**config.mk**
```make
export PLATFORM = sky130hd
export DESIGN_NAME = day_count_to_date
export DESIGN_NICKNAME = d
export VERILOG_FILES = /design/src/hdl/dctd_pkg.sv /design/src/hdl/day_count_to_date.sv
export SDC_FILE = /design/constraint.sdc
export NUM_CORES = 1
export LEC_CHECK = 0
export BUFFER_PORTS_ARGS = -buffer_cell sky130_fd_sc_hd__buf_2
export CAP_MARGIN = 20
export CORE_ASPECT_RATIO = 0.6
export CORE_MARGIN = 5
export CORE_UTILIZATION = 55
export CTS_BUF_LIST = sky130_fd_sc_hd__clkbuf_2 sky130_fd_sc_hd__clkbuf_4 sky130_fd_sc_hd__clkbuf_8
export CTS_CLUSTER_DIAMETER = 200
export DETAILED_ROUTE_END_ITERATION = 10
export GPL_TIMING_DRIVEN = 0
export PLACE_DENSITY = 0.75
export SYNTH_ARGS = -nofsm -noshare
export SYNTH_HDL_FRONTEND = slang
export SYNTH_SLANG_ARGS = --single-unit
```
**constraint.sdc**
```tcl
create_clock -name clk -period 4.6 [get_ports clk]
set_input_delay 0.46 -clock clk [delete_from_list [all_inputs] [get_ports clk]]
set_output_delay 0.46 -clock clk [all_outputs]
set_load 0.01 [all_outputs]
```
**src/hdl/dctd_pkg.sv**
```systemverilog
`default_nettype none

package dctd_pkg;

    localparam int YEAR_W  = 13;
    localparam int MONTH_W = 4;
    localparam int DAY_W   = 5;

    // Counting starts from 1601-01-01, the first day of a 400-year Gregorian cycle.
    localparam int BASE_YEAR    = 1601;
    localparam int EPOCH_OFFSET = 134774;   // days from 1601-01-01 to 1970-01-01

    localparam int CYCLE_DAYS   = 146097;   // 400 years
    localparam int CENTURY_DAYS = 36524;    // 100 years without a 400-year leap day
    localparam int QUAD_DAYS    = 1461;     // 4 years, one leap day
    localparam int YEAR_DAYS    = 365;

    localparam int CYCLE_YEARS   = 400;
    localparam int CENTURY_YEARS = 100;
    localparam int QUAD_YEARS    = 4;

    localparam int MONTHS_PER_YEAR  = 12;
    localparam int LAST_QUAD        = 24;   // short final group of a century
    localparam int LAST_CENTURY     = 3;
    localparam int LEAP_YEAR_IN_QUAD = 3;

    localparam logic [MONTH_W-1:0] FEBRUARY = MONTH_W'(2);

    function automatic logic [DAY_W-1:0] month_len(input logic [MONTH_W-1:0] m,
                                                   input logic leap);
        logic [DAY_W-1:0] len;
        case (m) inside
            MONTH_W'(4), MONTH_W'(6), MONTH_W'(9), MONTH_W'(11): len = DAY_W'(30);
            FEBRUARY: len = leap ? DAY_W'(29) : DAY_W'(28);
            default:  len = DAY_W'(31);
        endcase
        return len;
    endfunction

endpackage

`default_nettype wire

```
**src/hdl/day_count_to_date.sv**
```systemverilog
// Channel | Signals                                 | Direction
// input   | in_valid, in_stall, days_since_epoch    | beat in
// output  | out_valid, out_stall, year, month,      | beat out
//         | day_of_month                            |
//
// A beat runs a long division of the day count by the 400-year length, then
// works out centuries, four-year groups and years, then steps through the
// months until it reaches the month that holds the date; the result is then
// presented and the sequencer goes back to idle. All steps share one
// subtractor. Reset clears the sequencer; in_stall is high from acceptance
// until the result beat has been taken, and a stalled result simply holds in
// its registers.

`default_nettype none

module day_count_to_date
    import dctd_pkg::*;
#(
    parameter int DAY_COUNT_BITS = 20
)
(
    input  wire logic                      clk,
    input  wire logic                      rst_n,
    input  wire logic                      in_valid,
    output logic                           in_stall,
    input  wire logic [DAY_COUNT_BITS-1:0] days_since_epoch,
    output logic                           out_valid,
    input  wire logic                      out_stall,
    output logic [YEAR_W-1:0]              year,
    output logic [MONTH_W-1:0]             month,
    output logic [DAY_W-1:0]               day_of_month
);

    localparam int REM_W   = DAY_COUNT_BITS + 2;
    localparam int Q_BITS  = DAY_COUNT_BITS - 15;
    localparam int CNT_W   = ($clog2(Q_BITS) > 3) ? $clog2(Q_BITS) : 3;

    typedef enum logic [6:0] {
        S_IDLE = 7'b0000001,
        S_CYC  = 7'b0000010,
        S_CENT = 7'b0000100,
        S_QUAD = 7'b0001000,
        S_YEAR = 7'b0010000,
        S_MON  = 7'b0100000,
        S_DONE = 7'b1000000
    } state_t;

    state_t               state_reg, state_next;
    logic [CNT_W-1:0]     cnt_reg, cnt_next;
    logic [REM_W-1:0]     rem_reg, rem_next;
    logic [YEAR_W-1:0]    year_reg, year_next;
    logic [MONTH_W-1:0]   month_reg, month_next;
    logic [1:0]           cidx_reg, cidx_next;
    logic [4:0]           gidx_reg, gidx_next;
    logic [1:0]           yidx_reg, yidx_next;

    logic [REM_W-1:0]     sub_op;
    logic [REM_W:0]       diff;
    logic                 fits;
    logic [31:0]          year_step;
    logic                 leap;
    logic [DAY_W-1:0]     mlen;

    assign leap = (yidx_reg == 2'(LEAP_YEAR_IN_QUAD))
               && ((gidx_reg != 5'(LAST_QUAD)) || (cidx_reg == 2'(LAST_CENTURY)));
    assign mlen = month_len(month_reg, leap);

    // The shared unit: one subtraction whose sign says whether the chunk fits.
    always_comb
    begin
        sub_op    = '0;
        year_step = '0;
        case (state_reg)
            S_CYC:
            begin
                sub_op    = REM_W'(CYCLE_DAYS) << cnt_reg;
                year_step = 32'(CYCLE_YEARS) << cnt_reg;
            end
            S_CENT:
            begin
                sub_op    = REM_W'(CENTURY_DAYS) << cnt_reg[0];
                year_step = 32'(CENTURY_YEARS) << cnt_reg[0];
            end
            S_QUAD:
            begin
                sub_op    = REM_W'(QUAD_DAYS) << cnt_reg;
                year_step = 32'(QUAD_YEARS) << cnt_reg;
            end
            S_YEAR:
            begin
                sub_op    = REM_W'(YEAR_DAYS) << cnt_reg[0];
                year_step = 32'(1) << cnt_reg[0];
            end
            S_MON:
            begin
                sub_op = REM_W'(mlen);
            end
            default:
            begin
                sub_op    = '0;
                year_step = '0;
            end
        endcase
    end

    assign diff = {1'b0, rem_reg} - {1'b0, sub_op};
    assign fits = ~diff[REM_W];

    always_comb
    begin
        state_next = state_reg;
        cnt_next   = cnt_reg;
        rem_next   = rem_reg;
        year_next  = year_reg;
        month_next = month_reg;
        cidx_next  = cidx_reg;
        gidx_next  = gidx_reg;
        yidx_next  = yidx_reg;

        if ((state_reg == S_CYC) || (state_reg == S_CENT) || (state_reg == S_QUAD)
            || (state_reg == S_YEAR))
        begin
            if (fits)
            begin
                rem_next  = diff[REM_W-1:0];
                year_next = year_reg + year_step[YEAR_W-1:0];
            end
            cnt_next = cnt_reg - CNT_W'(1);
        end

        case (state_reg)
            S_IDLE:
            begin
                if (in_valid)
                begin
                    rem_next   = REM_W'(days_since_epoch) + REM_W'(EPOCH_OFFSET);
                    year_next  = YEAR_W'(BASE_YEAR);
                    cnt_next   = CNT_W'(Q_BITS - 1);
                    cidx_next  = '0;
                    gidx_next  = '0;
                    yidx_next  = '0;
                    state_next = S_CYC;
                end
            end
            S_CYC:
            begin
                if (cnt_reg == '0)
                begin
                    cnt_next   = CNT_W'(1);
                    state_next = S_CENT;
                end
            end
            S_CENT:
            begin
                cidx_next[cnt_reg[0]] = fits;
                if (cnt_reg == '0)
                begin
                    cnt_next   = CNT_W'(4);
                    state_next = S_QUAD;
                end
            end
            S_QUAD:
            begin
                gidx_next[cnt_reg[2:0]] = fits;
                if (cnt_reg == '0)
                begin
                    cnt_next   = CNT_W'(1);
                    state_next = S_YEAR;
                end
            end
            S_YEAR:
            begin
                yidx_next[cnt_reg[0]] = fits;
                if (cnt_reg == '0)
                begin
                    month_next = MONTH_W'(1);
                    state_next = S_MON;
                end
            end
            S_MON:
            begin
                if ((month_reg < MONTH_W'(MONTHS_PER_YEAR)) && fits)
                begin
                    rem_next   = diff[REM_W-1:0];
                    month_next = month_reg + MONTH_W'(1);
                end
                else
                begin
                    state_next = S_DONE;
                end
            end
            S_DONE:
            begin
                if (!out_stall)
                begin
                    state_next = S_IDLE;
                end
            end
            default:
            begin
                state_next = S_IDLE;
            end
        endcase
    end

    always_ff @(posedge clk or negedge rst_n)
    begin
        if (!rst_n)
        begin
            state_reg <= S_IDLE;
        end
        else
        begin
            state_reg <= state_next;
        end
    end

    always_ff @(posedge clk)
    begin
        cnt_reg   <= cnt_next;
        rem_reg   <= rem_next;
        year_reg  <= year_next;
        month_reg <= month_next;
        cidx_reg  <= cidx_next;
        gidx_reg  <= gidx_next;
        yidx_reg  <= yidx_next;
    end

    assign in_stall     = (state_reg != S_IDLE);
    assign out_valid    = (state_reg == S_DONE);
    assign year         = year_reg;
    assign month        = month_reg;
    assign day_of_month = rem_reg[DAY_W-1:0] + DAY_W'(1);

endmodule

`default_nettype wire
```
---- After elaboration in Yosys (flattened, before gate mapping) ----
Index checks and enable logic that the tools add are counted.
cells by class
  $add $sub $neg .......................... 6
  order comparisons ....................... 5
  eq/ne operators ......................... 24
  shifts and indexed selects .............. 8
  muxes and demuxes ....................... 42
  bitwise logic cells ..................... 1
  reductions and logical operators ........ 20
operators with widths
  cell                    count
  $pmux 22 s5             1
  $mux 22                 4
  $mux 13                 4
  $pmux 13 s4             1
  $mux 7                  7
  $pmux 7 s7              1
  $pmux 22 s2             1
  $sub 22x22->23          1
  $shl 11x3->22 const A   1
  $shl 16x1->22 const A   1
  $shl 18x3->22 const A   1
  $shl 9x1->22 const A    1
  $add 20x18->21 const B  1
  $add 13x13->13          1
  $shl 1x1->13 const A    1
  $shl 3x3->13 const A    1
  $shl 7x1->13 const A    1
  $shl 9x3->13 const A    1
  $mux 3                  4
  $mux 5                  2
  $pmux 5 s2              1
  $pmux 3 s3              1
  $eq 4x3->1 const B      2
  $eq 4x4->1 const B      2
  other kinds (40)        64
storage, ports and cells
  register bits after elaboration ......... 58
  bits of input ports ..................... 24
  output and inout bits ................... 24
  word-level logic and storage cells ...... 114

---- Depth between registers and ports, before layout ----
Gate-level depths: netlist (run 1).
  word-level depth ........................ 12
  depth in mapped cells ................... 21
  gate-level depth less buffers ........... 19

---- Worst setup path after synthesis (run 1) ----
OpenSTA, ideal clock, no wires.
  kind .................................... register -> register
  start point ............................. reg state_reg[1]
  end point ............................... reg rem_reg[4]
  library setup time ...................... 122 ps
  data arrival time ....................... 4271 ps
  data required time ...................... 4478 ps
  slack ................................... 207 ps
  cell stages (with the launch flop) ...... 22
  path buffers ............................ 2
  period minus slack after synthesis ...... 4393 ps
  cells stage by stage .................... dfrtp_1 > buf_2 > or2_1 > or3_4 > nor3b_4 > inv_4 > nand2_1 > nor3_1 > o22ai_1 > ha_1 > inv_1 > fa_1 > a211oi_1 > nor2_1 > o22ai_2 > a21oi_2 > a211oi_4 > nor2_4 > buf_6 > nor2_4 > nor3_1 > a221o_1
on the way
  cells in the longest elaborated chain, start to end .. 7
  elaborated cells between the ends (all ways) .. 18
  classes of those cells .................. add/sub (1); eq/ne (6); mux (6); bitwise (1); reduce/logical (4)
ends and longest elaborated chain
  what                                                RTL line                                            text
  from (decl)                                         day_count_to_date.sv:48                             state_t state_reg, state_next;
  from (signal assigned)                              day_count_to_date.sv:214                            state_reg <= state_next;
  $eq 7x6->1 (tied with other cells)                  day_count_to_date.sv:73, day_count_to_date.sv:131
  $pmux 22 s5 or $logic_or 1x1->1 (tied branches)     day_count_to_date.sv:73, day_count_to_date.sv:120
  $sub 22x22->23 or $logic_or 1x1->1 (tied branches)  day_count_to_date.sv:106, day_count_to_date.sv:120
  $mux 22 (tied with other cells)                     day_count_to_date.sv:123                            if (fits)
  $mux 22 or $logic_and 1x1->1 (tied branches)        day_count_to_date.sv:120, day_count_to_date.sv:182
  $mux 22, on equally long branches                   day_count_to_date.sv:182, day_count_to_date.sv:134
  $pmux 22 s2 *                                       day_count_to_date.sv:131                            case (state_reg)
  via rem_next[4]                                     day_count_to_date.sv:50                             logic [REM_W-1:0] rem_reg, rem_next;
  to (signal assigned)                                day_count_to_date.sv:221                            rem_reg <= rem_next;
  to (decl)                                           day_count_to_date.sv:50
The timed path passes the listed nets; every way through them passes the cells marked *.
A chain may end at the register's enable or synchronous reset.

---- Worst setup path after layout (run 1) ----
  start point ............................. reg state_reg[2]
  end point ............................... reg rem_reg[4]
The elaborated chain is that of the path after synthesis.

==> results of run 1 <==
## where the power goes
part	switching, uW	leakage (uW)	internal (uW)
registers	196	0.000522	738
logic	2390	0.00220	1770
clock network	235	0.000120	371
## kinds of logic after synthesis
family	Yosys count	synth area share (%)
simple gates	225	20.4
fa+ha+maj	59	14.1
buf+inv	52	4.10
xor+xnor	48	7.87
flops	58	24.8
mux	13	2.46
compound gates	210	26.2
## path summary, 6_finish.rpt
path / end / slack (ns) / depth (start not counted)
min in group asynchronous: state_reg[3] / 0.45 / 2
max in group asynchronous: state_reg[0] / 3.92 / 2
max reg2reg: rem_reg[4] / 0.04 / 21
max: rem_reg[4] / 0.04 / 21
min reg2reg: rem_reg[21] / 0.49 / 2
min: state_reg[0] / 0.32 / 2
## cell type report
| type | count | share of cell area (%) |
|---|---|---|
| Buffer | 24 | 1.97 |
| Clock buffer | 11 | 2.08 |
| Clock inverter | 5 | 1.54 |
| Inverter | 26 | 1.61 |
| Multi-Input combinational cell | 555 | 60.7 |
| Sequential cell | 58 | 19.9 |
| Tap cell | 130 | 2.43 |
| Timing Repair Buffer | 96 | 9.68 |
## layer usage
| layer | vias up | share of wire, % | track usage (%) | wire length, um |
|---|---|---|---|---|
| met1 | 2732 | 46 | 44.7 | 8440 |
| met2 | 358 | 41 | 42.3 | 7660 |
| li1 | 2676 | - | - | - |
| met3 | 54 | 11 | 8.76 | 2030 |
| met5 | - | 0 | 0 | 0 |
| met4 | 0 | 2.0 | 8.15 | 379 |
## Yosys cell counts (3+ instances only)
cell type   n
a211oi_1    9
a21o_1     14
a21oi_1    56
a221o_1    12
a22oi_1     9
a311oi_1    4
a31oi_1     8
and2_1      3
and3_1      3
clkbuf_1   19
dfrtp_1     6
dfxtp_1    38
edfxtp_1   13
ha_1       57
inv_1      24
mux2i_1    12
nand2_1    73
nand2b_1    9
nand3_1    19
nand3b_1    3
nor2_1     61
nor2b_1     6
nor3_1     16
nor3b_1     5
nor4_1      5
o2111ai_1   4
o211ai_1    8
o21a_1      5
o21ai_0    41
o21bai_1    6
o221ai_1    3
o22ai_1     6
or2_1       3
or3_1       3
xnor2_1    24
xor2_1     24
## per-stage QoR
stage / setup slack [ns] / area (sq um) / hold WS (ns) / TNS, ns / std cells
after floorplan: 0.207 / 5340 / 0.164 / 0 / 665
after global placement: -1.36 / 5740 / 0.294 / -57.60 / 842
after detailed placement: -1.11 / 5750 / 0.297 / -44.83 / 843
after CTS: -0.00284 / 6200 / 0.295 / -0.00284 / 871
after global routing: -0.163 / 6680 / 0.309 / -3.43 / 905
final: 0.0390 / 6680 / 0.323 / 0 / 905
## timing repair
| item | CTS | global route |
|---|---|---|
| endpoints found under the hold margin | 6 | 0 |
| setup endpoints to repair | 55 | 52 |
| gates resized for setup | 27 | 48 |
| hold buffers | 1 | 0 |
| setup buffers | 12 | 35 |
| pin swaps | 7 | 21 |
==> flow_metrics.py, run 1 <==
metrics = {
    "status": {
        "outcome": "complete, no violations",
    },
    "final_layout": {
        "layout_common_cells": "nand2_1 (69), nor2_1 (55), a21oi_1 (55)",
        "largest_reg_flops": 22,
        "regArea_sq_um": 1330,
        "final_common_cell": "nand2_1",
        "final_layout_size_suffix_gt1_share_pct": 22.7,
        "diodes": 0,
        "nets": 853,
        "fin_util_pct": 71.7,
        "area_delta_synth_final_pct": 25.1,
        "multi_input_area_sq_um": 4060,
        "fillers": 723,
    },
    "sta": {
        "final.setup_skew_ns": 0.00994,
        "fin_crit_sh_pct": 99.2,
        "min_period_ns": 4.56,
        "tightest_slew_ns": 0.809,
        "finalHoldViolCount": 0,
        "slew_viol_final": 0,
        "max_freq_mhz": 219,
        "slew_headroom_pct": 46.1,
        "setup_violations": 0,
    },
    "yosys": {
        "ys.flop_type": "dfxtp_1",
        "synth_top_cell_area_share_pct": 14.2,
        "synth_edf_count": 13,
        "async_flop_share_pct": 12.1,
        "yosysSeqAreaShare_pct": 24.8,
        "yosysTopAreaCell": "dfxtp_1",
        "synth_area_leaders": "dfxtp_1 (14%), ha_1 (13%), edfxtp_1 (7.3%)",
        "synth.distinct_cells": 73,
        "synthesis.nets": 748,
        "ys_warn_count": 0,
        "syn_inst": 665,
        "synth_area_sq_um": 5340,
        "ys_seq_elements": 58,
        "syn_avg_cell_area_sq_um": 8.03,
    },
    "die": {
        "rows": 27,
        "start_util_pct": 57.3,
        "die_y_um": 86.3,
        "core_sq_um": 9320,
        "pin_count": 48,
        "die_x_um": 137,
        "die_area_sq_um": 11900,
    },
    "cts": {
        "numCtsBuffers": 9,
        "clock_latency_ns": 0.36,
        "cts_tree": "yes",
        "path_clk_slew_ns": 0.07,
        "max-clock-path-buffers": 2,
        "cts.htree.levels": 3,
        "cts.sinks": 58,
        "cts_root_buffer": "clkbuf_8",
    },
    "route": {
        "vias": 5820,
        "postRouteAntennaNets": 0,
        "wirelength_um": 18500,
        "drc": 0,
        "dr.pass1.iters": 6,
        "viasPerCell": 6.43,
        "routedWlPerCell_um": 20.5,
        "drt_iter0_markers": 690,
    },
    "global_routing": {
        "grt_max_degree": 16,
        "antenna_found_initial": 0,
        "grt-ovfl-total": 0,
        "grt_pass1_wl_um": 27900,
        "grt_use_total_pct": 30.2,
        "grt_pass1_vias": 5293,
    },
    "power": {
        "powerDensity_nw_per_um2": 852,
        "p_leak_uw": 0.00284,
        "ir_drop_mv": 0.544,
        "fin_total_pwr_uw": 5690,
    },
    "worst_setup_path": {
        "cp_slowest_stage_delay_ns": 0.46,
        "crit_path_frequent_cell": "nor2_4",
        "cp-start-kind": "flop",
        "crit_required_ns": 4.84,
        "worstSetupPathType": "reg2reg",
        "crit_family": "simple AND/OR/NAND/NOR gates",
        "worst-path-buf-inv": 4,
        "path_max_fanout": 8,
        "arrival_ns": 4.80,
        "path_cells": "or2_4 > nor3_1 > nand3b_1 > nor4_4 > nor2_4 > o22ai_4 > ha_2 > inv_2 > fa_2 > a211oi_2 > nor2_2 > o22ai_2 > a21oi_4 > a211oi_4 > buf_4 > nor2_4 > buf_12 > nor2_4 > buf_12 > nor3_4 > a221o_1",
        "crit_start": "state_reg[2]",
        "worstSetupEndpointType": "flop",
        "r2r-start": "state_reg[2]",
        "crit_slowest_cell": "nor4_4",
    },
    "worst_hold_path": {
        "hp-start": "in_valid",
        "min_path_type": "in2reg",
    },
    "run": {
        "drv_cap": 0,
    },
    "place": {
        "dpl.hpwl_um": 13200,
        "io_buffers": 47,
        "routabilityCongestion": 1.02,
    },
}
Note: power is estimated with default switching activity, not from simulation.
==> run 2, diff against run 1 <==
--- a/config.mk
+++ b/config.mk
@@ -14,7 +14,7 @@
 export CTS_CLUSTER_DIAMETER = 200
 export DETAILED_ROUTE_END_ITERATION = 10
 export GPL_TIMING_DRIVEN = 0
-export PLACE_DENSITY = 0.75
+export PLACE_DENSITY = 0.72
 export SYNTH_ARGS = -nofsm -noshare
 export SYNTH_HDL_FRONTEND = slang
 export SYNTH_SLANG_ARGS = --single-unit
==> constraint.sdc (replaced) <==
create_clock -name clk -period 4.8 [get_ports clk]
set_input_delay 0.48 -clock clk [delete_from_list [all_inputs] [get_ports clk]]
set_output_delay 0.48 -clock clk [all_outputs]
set_load 0.01 [all_outputs]
==> run 2 against run 1 <==
Register-to-register slack gained 0.07 ns. Non-clock buffer count shrank 18. Power shrank 12%. Via count shrank 3.6%. Cell count shrank 2.0%. Fmax shrank 2.7%. Sequential power shrank 5.2%. Wire length shrank 5.6%. Utilization shrank 3.6 points. Die area is the same. Critical endpoint is now rem_reg[5].
==> flow_metrics.py, run 2 (synthesis gave the netlist of run 1 again) <==
metrics = {
    "cts": {
        "cts_tree": "yes",
        "cts_root_buffer": "clkbuf_8",
        "path_clk_slew_ns": 0.08,
        "cts.sinks": 58,
        "cts.htree.levels": 3,
        "max-clock-path-buffers": 2,
        "clock_latency_ns": 0.36,
        "numCtsBuffers": 9,
    },
    "final_layout": {
        "layout_common_cells": "nand2_1 (69), nor2_1 (56), a21oi_1 (55), ha_1 (55), buf_2 (49)",
        "final_common_cell": "nand2_1",
        "nets": 835,
        "diodes": 0,
        "final_layout_size_suffix_gt1_share_pct": 18.9,
        "largest_reg_flops": 22,
        "fillers": 816,
        "area_delta_synth_final_pct": 18.7,
    },
    "die": {
        "pin_count": 48,
        "start_util_pct": 57.3,
        "die_y_um": 86.3,
        "die_area_sq_um": 11900,
        "rows": 27,
        "die_x_um": 137,
        "core_sq_um": 9320,
    },
    "global_routing": {
        "grt_pass1_wl_um": 26800,
        "grt_max_degree": 16,
        "antenna_found_initial": 0,
        "grt_use_total_pct": 28.9,
        "grt-ovfl-total": 0,
        "grt_pass1_vias": 5026,
    },
    "worst_setup_path": {
        "worstSetupPathType": "reg2reg",
        "crit_start": "state_reg[2]",
        "cp-start-kind": "flop",
        "arrival_ns": 4.93,
        "r2r-start": "state_reg[2]",
        "worstSetupEndpointType": "flop",
        "crit_required_ns": 5.05,
        "path_max_fanout": 10,
    },
    "sta": {
        "setup_violations": 0,
        "min_period_ns": 4.69,
        "final.setup_skew_ns": 0.0107,
        "finalHoldViolCount": 0,
        "slew_headroom_pct": 49.2,
        "holdWs_ns": 0.349,
        "setup_slack_ns": 0.111,
        "rsz0062_at_grt": "yes",
        "max_freq_mhz": 213,
        "fin_crit_sh_pct": 97.7,
        "slew_viol_final": 0,
        "tightest_slew_ns": 0.762,
    },
    "worst_hold_path": {
        "min_path_type": "in2reg",
        "hp-start": "in_valid",
    },
    "route": {
        "vias": 5610,
        "drc": 0,
        "postRouteAntennaNets": 0,
        "wirelength_um": 17500,
        "drt_iter0_markers": 638,
        "viasPerCell": 6.32,
        "dr.pass1.iters": 5,
        "routedWlPerCell_um": 19.7,
    },
    "place": {
        "io_buffers": 47,
        "dpl.hpwl_um": 13100,
        "routabilityCongestion": 1.03,
        "dp_slack_ns": -0.858,
    },
    "run": {
        "drv_cap": 0,
    },
    "status": {
        "outcome": "complete, no violations",
    },
    "power": {
        "p_leak_uw": 0.00270,
        "powerDensity_nw_per_um2": 788,
        "ir_drop_mv": 0.541,
    },
}
run 2: final timing paths:
check | depth (start not counted) | slack [ns] | end
hold reg to reg | 2 | 0.47 | rem_reg[21]
max in group asynchronous | 2 | 4.08 | state_reg[0]
setup reg to reg | 20 | 0.11 | rem_reg[5]
hold / removal | 2 | 0.35 | state_reg[0]
min in group asynchronous | 2 | 0.49 | state_reg[3]
setup / recovery | 20 | 0.11 | rem_reg[5]
run 2: worst max-delay path, stage by stage (launching register included):
cell,delay [ns]
dfrtp_2,0.43
or2_4,0.27
or4_1,0.48
nor3b_4,0.37
nor2_2,0.19
o22ai_2,0.30
ha_2,0.21
inv_1,0.05
fa_2,0.41
a211oi_2,0.28
nor2_2,0.10
o22ai_2,0.24
a21oi_4,0.12
a211oi_4,0.22
buf_6,0.16
nor2_4,0.05
buf_12,0.13
nor2_4,0.11
buf_12,0.14
nor3b_2,0.05
a221o_1,0.25
run 2: repair_timing:
| action | 4_1_cts | 5_1_grt |
|---|---|---|
| gates resized for setup | 16 | 38 |
| hold endpoints to repair | 6 | 0 |
| hold buffers | 1 | 0 |
| gates cloned | 0 | 1 |
| setup buffers | 8 | 21 |
| pin swaps | 7 | 15 |
| setup endpoints to repair | 55 | 52 |
run 2: per-stage QoR:
step	power (uW)	utilization, %	TNS (ns)	instances	cell area [sq um]
floorplan	3260	-	0	665	5340
global placement	3990	61.6	-47.33	842	5740
detailed placement	4060	61.6	-34.33	842	5750
CTS	4590	64.9	0	866	6050
global route	5350	68.0	-2.01	887	6340
finish	5000	68.0	0	887	6340
run 2: power breakdown:
| group | total, uW | internal [uW] | switching [uW] | leakage, uW |
|---|---|---|---|---|
| clock | 418 | 185 | 233 | 0.0000826 |
| sequential | 886 | 707 | 179 | 0.000523 |
| combinational | 3700 | 1550 | 2150 | 0.00210 |
run 2: routing by layer:
layer  vias up  GRT usage [%]  wire, um
li1       2618              -         -
met1      2676           45.3      8320
met2       287           39.3      6980
met3        29           6.50      1900
met4         0           7.34       286
met5         -              0         0
run 2: final cells by class:
cell class                 instances  area (sq um)  share of cell area [%]
sequential                        58          1330                    21.0
buffer                            24           129                    2.03
inverter                          26           103                    1.62
clock buffer                       9           124                    1.95
clock inverter                     7          46.3                   0.730
multi-input combinational        555          3940                    62.1
tap                              130           163                    2.56
timing repair buffer              78           508                    8.01
